`src/hw/rtl/ltob_pkg.sv`:
```
package ltob_pkg;

    localparam int SPD_FIELD_W = 8;
    localparam int CFG_IDX_W = 1;

    localparam logic [CFG_IDX_W-1:0] CFG_CRUISE_SPEED = 1'd0;
    localparam logic [CFG_IDX_W-1:0] CFG_TORQUE_FORCE = 1'd1;

    localparam logic [2:0] CMD_SPEED = 3'd0;
    localparam logic [2:0] CMD_STOP = 3'd1;
    localparam logic [2:0] CMD_TLEFT = 3'd2;
    localparam logic [2:0] CMD_TRIGHT = 3'd3;
    localparam logic [2:0] CMD_TURN = 3'd4;
    localparam logic [2:0] CMD_FWD = 3'd5;

    localparam logic [2:0] M_READY = 3'd0;
    localparam logic [2:0] M_SEARCH = 3'd1;
    localparam logic [2:0] M_TRACE = 3'd2;
    localparam logic [2:0] M_PREP = 3'd3;
    localparam logic [2:0] M_SBACK = 3'd4;
    localparam logic [2:0] M_TBACK = 3'd5;
    localparam logic [2:0] M_DONE = 3'd6;

    localparam logic [7:0] TURN_RATE_K = 8'd120;
    localparam logic [15:0] TURN_TIME_K = 16'd1000;

    typedef struct packed {
        logic       front_left_black;
        logic       front_mid_black;
        logic       front_right_black;
        logic       back_left_black;
        logic       back_mid_black;
        logic       back_right_black;
        logic [7:0] left_wheel_speed;
        logic [7:0] right_wheel_speed;
        logic       left_wheel_dir;
        logic       right_wheel_dir;
    } in_t;

    typedef struct packed {
        logic [2:0]  command;
        logic [7:0]  speed;
        logic [7:0]  torque;
        logic        interruptible;
        logic [7:0]  turn_rate;
        logic [15:0] turn_time;
        logic [2:0]  mode;
    } out_t;

    typedef struct packed {
        logic [7:0] cruise_speed;
        logic [7:0] torque_force;
    } cfg_t;

endpackage

```
`src/hw/rtl/ltob_cfg_regs.sv`:
```
module ltob_cfg_regs #(
    parameter int SPEED_BITS = 8
) (
    input  logic                           clk,
    input  logic                           rst_n,
    input  logic                           cfg_wr_en,
    input  logic [ltob_pkg::CFG_IDX_W-1:0] cfg_index,
    input  logic [7:0]                     cfg_data,
    output ltob_pkg::cfg_t                 cfg
);

    localparam int SPD_W = (SPEED_BITS < ltob_pkg::SPD_FIELD_W) ?
                           SPEED_BITS : ltob_pkg::SPD_FIELD_W;

    logic [SPD_W-1:0] cruise_speed_reg;
    logic [7:0]       torque_force_reg;

    always_ff @(posedge clk or negedge rst_n)
    begin
        if (!rst_n)
        begin
            cruise_speed_reg <= '0;
            torque_force_reg <= '0;
        end
        else if (cfg_wr_en)
        begin
            unique case (cfg_index)
                ltob_pkg::CFG_CRUISE_SPEED: cruise_speed_reg <= cfg_data[SPD_W-1:0];
                ltob_pkg::CFG_TORQUE_FORCE: torque_force_reg <= cfg_data;
                default:                    torque_force_reg <= torque_force_reg;
            endcase
        end
    end

    // cruise speed is kept only to the speed width, zero-extended on the way out
    assign cfg.cruise_speed = 8'(cruise_speed_reg);
    assign cfg.torque_force = torque_force_reg;

endmodule

```
`src/hw/rtl/ltob_decide.sv`:
```
module ltob_decide #(
    parameter int SPEED_BITS = 8
) (
    input  logic [2:0]     mode,
    input  ltob_pkg::in_t  req,
    input  ltob_pkg::cfg_t cfg,
    output ltob_pkg::out_t res
);

    localparam int SPD_W = (SPEED_BITS < ltob_pkg::SPD_FIELD_W) ?
                           SPEED_BITS : ltob_pkg::SPD_FIELD_W;
    localparam logic [7:0] SPD_MASK = 8'((17'(1) << SPD_W) - 17'(1));

    logic       any_front;
    logic       all_white;
    logic       stalled;
    logic       dir_differ;
    logic [2:0] steer_cmd;
    logic       steer_intr;
    logic [2:0] cmd;
    logic       intr;
    logic [2:0] mode_next;
    logic       is_torque;

    assign any_front  = req.front_left_black | req.front_mid_black | req.front_right_black;
    assign all_white  = !(any_front | req.back_left_black | req.back_mid_black |
                          req.back_right_black);
    assign stalled    = ((req.left_wheel_speed & SPD_MASK) == 8'd0) ||
                        ((req.right_wheel_speed & SPD_MASK) == 8'd0);
    assign dir_differ = req.left_wheel_dir != req.right_wheel_dir;

    // steering priority: front left, front right, front mid, back left, back right
    always_comb
    begin
        steer_cmd  = ltob_pkg::CMD_SPEED;
        steer_intr = 1'b0;
        if (req.front_left_black)
        begin
            steer_cmd  = ltob_pkg::CMD_TLEFT;
            steer_intr = 1'b1;
        end
        else if (req.front_right_black)
        begin
            steer_cmd  = ltob_pkg::CMD_TRIGHT;
            steer_intr = 1'b1;
        end
        else if (req.front_mid_black)
        begin
            steer_cmd  = ltob_pkg::CMD_SPEED;
        end
        else if (req.back_left_black)
        begin
            steer_cmd  = ltob_pkg::CMD_TLEFT;
            steer_intr = 1'b1;
        end
        else if (req.back_right_black)
        begin
            steer_cmd  = ltob_pkg::CMD_TRIGHT;
            steer_intr = 1'b1;
        end
    end

    always_comb
    begin
        cmd       = ltob_pkg::CMD_STOP;
        intr      = 1'b0;
        mode_next = mode;
        unique case (mode)
            ltob_pkg::M_READY:
            begin
                cmd       = ltob_pkg::CMD_SPEED;
                mode_next = ltob_pkg::M_SEARCH;
            end
            ltob_pkg::M_SEARCH:
            begin
                if (any_front)
                begin
                    cmd       = ltob_pkg::CMD_STOP;
                    mode_next = ltob_pkg::M_TRACE;
                end
                else
                begin
                    cmd = ltob_pkg::CMD_SPEED;
                end
            end
            ltob_pkg::M_TRACE:
            begin
                if (stalled)
                begin
                    cmd = ltob_pkg::CMD_SPEED;
                end
                else if (all_white)
                begin
                    cmd       = ltob_pkg::CMD_STOP;
                    intr      = 1'b1;
                    mode_next = ltob_pkg::M_PREP;
                end
                else
                begin
                    cmd  = steer_cmd;
                    intr = steer_intr;
                end
            end
            ltob_pkg::M_PREP:
            begin
                cmd       = ltob_pkg::CMD_TURN;
                mode_next = ltob_pkg::M_SBACK;
            end
            ltob_pkg::M_SBACK:
            begin
                if (any_front)
                begin
                    cmd       = ltob_pkg::CMD_STOP;
                    intr      = 1'b1;
                    mode_next = ltob_pkg::M_TBACK;
                end
                else
                begin
                    cmd = ltob_pkg::CMD_SPEED;
                end
            end
            ltob_pkg::M_TBACK:
            begin
                if (dir_differ)
                begin
                    cmd = ltob_pkg::CMD_FWD;
                end
                else if (stalled)
                begin
                    cmd = ltob_pkg::CMD_SPEED;
                end
                else if (all_white)
                begin
                    cmd       = ltob_pkg::CMD_STOP;
                    mode_next = ltob_pkg::M_DONE;
                end
                else
                begin
                    cmd  = steer_cmd;
                    intr = steer_intr;
                end
            end
            default:
            begin
                // finished, and the unused code falls in here too
                cmd       = ltob_pkg::CMD_STOP;
                mode_next = ltob_pkg::M_DONE;
            end
        endcase
    end

    assign is_torque = (cmd == ltob_pkg::CMD_TLEFT) || (cmd == ltob_pkg::CMD_TRIGHT);

    assign res.command       = cmd;
    assign res.speed         = (is_torque || cmd == ltob_pkg::CMD_SPEED) ?
                               cfg.cruise_speed : 8'd0;
    assign res.torque        = is_torque ? cfg.torque_force : 8'd0;
    assign res.interruptible = intr;
    assign res.turn_rate     = (cmd == ltob_pkg::CMD_TURN) ? ltob_pkg::TURN_RATE_K : 8'd0;
    assign res.turn_time     = (cmd == ltob_pkg::CMD_TURN) ? ltob_pkg::TURN_TIME_K : 16'd0;
    assign res.mode          = mode_next;

endmodule

```
`src/hw/rtl/line_trace_out_and_back_fsm_top.sv`:
```
// A request waits in the input register, then its result is registered and raises out_valid.
// Throughput: one request per cycle; with out_ready low the input register takes one
// more request, then in_ready drops until the result register empties.
// Reset (rst_n, async, active low): mode returns to ready, both config registers
// clear to zero, and both pipeline stages empty.
module line_trace_out_and_back_fsm_top #(
    parameter int SPEED_BITS = 8
) (
    input  logic                           clk,
    input  logic                           rst_n,
    input  logic                           in_valid,
    output logic                           in_ready,
    input  ltob_pkg::in_t                  in_data,
    output logic                           out_valid,
    input  logic                           out_ready,
    output ltob_pkg::out_t                 out_data,
    input  logic                           cfg_wr_en,
    input  logic [ltob_pkg::CFG_IDX_W-1:0] cfg_index,
    input  logic [7:0]                     cfg_data
);

    ltob_pkg::cfg_t cfg;
    ltob_pkg::out_t res;

    logic           s1_valid_reg;
    ltob_pkg::in_t  s1_data_reg;
    logic           out_valid_reg;
    ltob_pkg::out_t out_data_reg;
    logic [2:0]     mode_reg;
    logic [2:0]     mode_next;
    logic           advance;

    ltob_cfg_regs #(
        .SPEED_BITS (SPEED_BITS)
    ) u_cfg (
        .clk       (clk),
        .rst_n     (rst_n),
        .cfg_wr_en (cfg_wr_en),
        .cfg_index (cfg_index),
        .cfg_data  (cfg_data),
        .cfg       (cfg)
    );

    ltob_decide #(
        .SPEED_BITS (SPEED_BITS)
    ) u_decide (
        .mode (mode_reg),
        .req  (s1_data_reg),
        .cfg  (cfg),
        .res  (res)
    );

    assign advance   = s1_valid_reg && (!out_valid_reg || out_ready);
    assign in_ready  = !s1_valid_reg || advance;
    assign mode_next = advance ? res.mode : mode_reg;

    always_ff @(posedge clk or negedge rst_n)
    begin
        if (!rst_n)
        begin
            s1_valid_reg  <= 1'b0;
            out_valid_reg <= 1'b0;
            mode_reg      <= ltob_pkg::M_READY;
        end
        else
        begin
            mode_reg <= mode_next;
            if (in_ready)
            begin
                s1_valid_reg <= in_valid;
            end
            if (advance)
            begin
                out_valid_reg <= 1'b1;
            end
            else if (out_ready)
            begin
                out_valid_reg <= 1'b0;
            end
        end
    end

    always_ff @(posedge clk)
    begin
        if (in_valid && in_ready)
        begin
            s1_data_reg <= in_data;
        end
        if (advance)
        begin
            out_data_reg <= res;
        end
    end

    assign out_valid = out_valid_reg;
    assign out_data  = out_data_reg;

endmodule

```
`config.mk`:
```
export PLATFORM = sky130hd
export DESIGN_NAME = line_trace_out_and_back_fsm_top
export DESIGN_NICKNAME = d
export VERILOG_FILES = /design/src/hw/rtl/ltob_pkg.sv /design/src/hw/rtl/ltob_cfg_regs.sv /design/src/hw/rtl/ltob_decide.sv /design/src/hw/rtl/line_trace_out_and_back_fsm_top.sv
export SDC_FILE = /design/constraint.sdc
export NUM_CORES = 1
export LEC_CHECK = 0
export BUFFER_PORTS_ARGS = -buffer_cell sky130_fd_sc_hd__buf_2
export CORE_MARGIN = 5
export CORE_UTILIZATION = 51
export CTS_CLUSTER_SIZE = 28
export DETAILED_ROUTE_END_ITERATION = 10
export PLACE_DENSITY_LB_ADDON = 0.3
export RECOVER_POWER = 25
export SLEW_MARGIN = 25
export SYNTH_ARGS = -nofsm -noshare
export SYNTH_HDL_FRONTEND = slang
export SYNTH_SLANG_ARGS = --single-unit
```
`constraint.sdc`:
```
create_clock -name clk -period 2.3 [get_ports clk]
set_clock_uncertainty 0.15 [all_clocks]
set_input_delay 0.115 -clock clk [delete_from_list [all_inputs] [get_ports clk]]
set_output_delay 0.115 -clock clk [all_outputs]
set_load 0.02 [all_outputs]
```
==> metrics <==
status finished clean; total net switching power 1.11 mW; Total Wirelength 5.52 mm; CP Capture Type flip-flop; Reg power frac 0.480; gp weighted congestion 0.897; grt ovf 0; Vias/cell 4.82; Critical Path Start Type flip-flop; crit-path max FO 11; dominant synthesized flop cell edfxtp_1; hold_sp cfg_index; Post-DP HPWL 3.66 mm; CTS Root Cell clkbuf_8; worst hold slack 0.173 ns; Mapped Area 0.00288 mm^2; Port Buffers 72; Resized cells post-CTS 0; CTS tree yes; CP Class flip-flop to flip-flop; register area share after synthesis 0.682; Area Growth Syn to Fin 30.2%; DR iter-0 viols 54; CP arrival 1.89 ns; n_diodes 0; Clk pin slew, worst setup/hold paths 0.07 ns; IO Pins 87; Rel. slew slack 0.241; Die Width 85.2 um; # DRC 0; Avg Cell Area, Syn 14.3 um^2; worst setup path start mode_reg[2]; row count 27; commonest non-fill, non-tap cells in the layout buf_2, edfxtp_1, dlygate4sd3_1; largest net degree at the start of global routing 22; clk_lat worst skew 0.34 ns; Seq cells post-synth 69; worst endpoint required time 2.23 ns; number of global-route vias before repair 1885; achievable clock frequency 511 MHz; ys async rst share 0.304; Final nets 348; Max-cap violations 0; Worst Hold Class input port to flip-flop; Core Util, Final 0.682; Worst Tran Pin Value 1.14 ns; power share of the clock group 0.253; Initial Util 0.524; internal power 2.49 mW; GRT Util Overall 0.163; Die ar. 0.00726 mm^2; pwr dens 958 mW/mm^2; Net Sw Frac 0.309; Synth warnings 0; commonest non-fill, non-tap cell in the layout buf_2; # clock sinks 69; antenna violations before repair 0; CTS max path bufs 2; min Tclk post-route 1.96 ns; EDFF count, synth 48; first-pass GRT wire length 8.97 mm; CTS Buf Count 9; Setup violations, final 0; ranking of synthesized cells by area edfxtp_1, dfrtp_1, buf_4; vias 1867; core area 0.00551 mm^2; Lkg Pwr 1.62 nW; share of cells above drive strength 1 0.346; Post-DRT Antenna Nets 0; worst vdd ir 0.000522 V; Synth cell types 40; period utilization 0.850; fin. max-slew vios 0; reg-to-reg startpoint mode_reg[2]; final setup TNS 0 ns; Pwr Total 3.59 mW; Die Y 85.2 um; H-tree depth 3; DRT Pass-1 Iters 4; unrepaired setup endpoints after global routing false; Final Hold Fails 0; Yosys top cell by area edfxtp_1; FILL cells 411; synthesized instance count 202; top cell type's share of synthesized area 0.500; combinational power share 0.267; WL/cell 14.3 um
through the flow:
step | setup WS, ns | cell area (um^2) | instances
final | 0.344 | 3750 | 387
after global routing | 0.225 | 3750 | 387
after CTS | 0.350 | 3760 | 387
after detailed placement | 0.362 | 3220 | 335
after global placement | 0.395 | 3220 | 335
after floorplan | 0.374 | 2930 | 215
metal layers:
metal,wire length (um),up-vias,part of all wire,global-route usage
li1,-,896,-,-
met1,2040,887,0.37,0.180
met2,2930,74,0.53,0.291
met3,482,10,0.087,0.0602
met4,67,0,0.012,0.0475
met5,0,-,0,0
worst max-delay path, cell delays in order, from the launching register on:
cell and delay [ns]:
dfrtp_1 0.56, and3b_2 0.30, o21bai_1 0.06, nand4bb_1 0.26, a21oi_4 0.29, nor2_1 0.09
cells in the mapped netlist (2+ instances only):
cell / number
edfxtp_1: 48
nor3_1: 2
mux2_2: 16
and3_1: 2
inv_1: 3
dfrtp_1: 21
a21oi_1: 3
nor2_1: 14
o21ai_1: 2
nor4_1: 4
nand2b_1: 6
nand2_1: 18
buf_4: 25
a21o_1: 2
o21ai_0: 3
and2_1: 9
timing repair:
| action | CTS | global route |
|---|---|---|
| endpoints found under the setup margin | 0 | 0 |
| hold buffers | 36 | 0 |
| hold endpoints to repair | 63 | 0 |
| buffers inserted | 0 | 0 |
kinds of logic after synthesis:
| kind of cell | count (synthesis) | synth area share |
|---|---|---|
| multiplexers | 16 | 0.0625 |
| buffers and inverters | 31 | 0.0760 |
| AND/OR/NAND/NOR | 65 | 0.126 |
| other | 1 | 0.00130 |
| flip-flops | 69 | 0.682 |
| XOR/XNOR | 2 | 0.00608 |
| AO/OA/AOI/OAI | 18 | 0.0460 |
layout make-up:
class,count,area (um^2),share of cell area
Timing Repair Buffer,112,757,0.202
Clock inverter,5,51.3,0.0137
Inverter,3,11.3,0.00300
Clock buffer,11,131,0.0350
Multi-Input combinational cell,115,746,0.199
Sequential cell,69,1970,0.524
Tap cell,72,90.1,0.0240
power by group through the flow:
stage / registers [mW] / clock network [mW] / logic (mW)
global route: 1.75 / 0.991 / 1.05
global placement: 1.74 / 0 / 0.901
CTS: 1.73 / 0.921 / 0.966
detailed placement: 1.75 / 0 / 0.917
finish: 1.73 / 0.910 / 0.959
floorplan: 1.83 / 0 / 0.637
path summary, 6_finish.rpt:
check                                       endpoint  slack, ns  cells past startpoint
max                                     out_data[38]       0.34                      5
min                        u_cfg.cruise_speed_reg[2]       0.17                      4
max reg2reg                             out_data[38]       0.34                      5
min reg2reg                                out_valid       0.35                      1
max in group asynchronous  u_cfg.cruise_speed_reg[6]       0.93                      2
min in group asynchronous  u_cfg.cruise_speed_reg[7]       0.38                      2
Power figures use the tool's default switching activity.
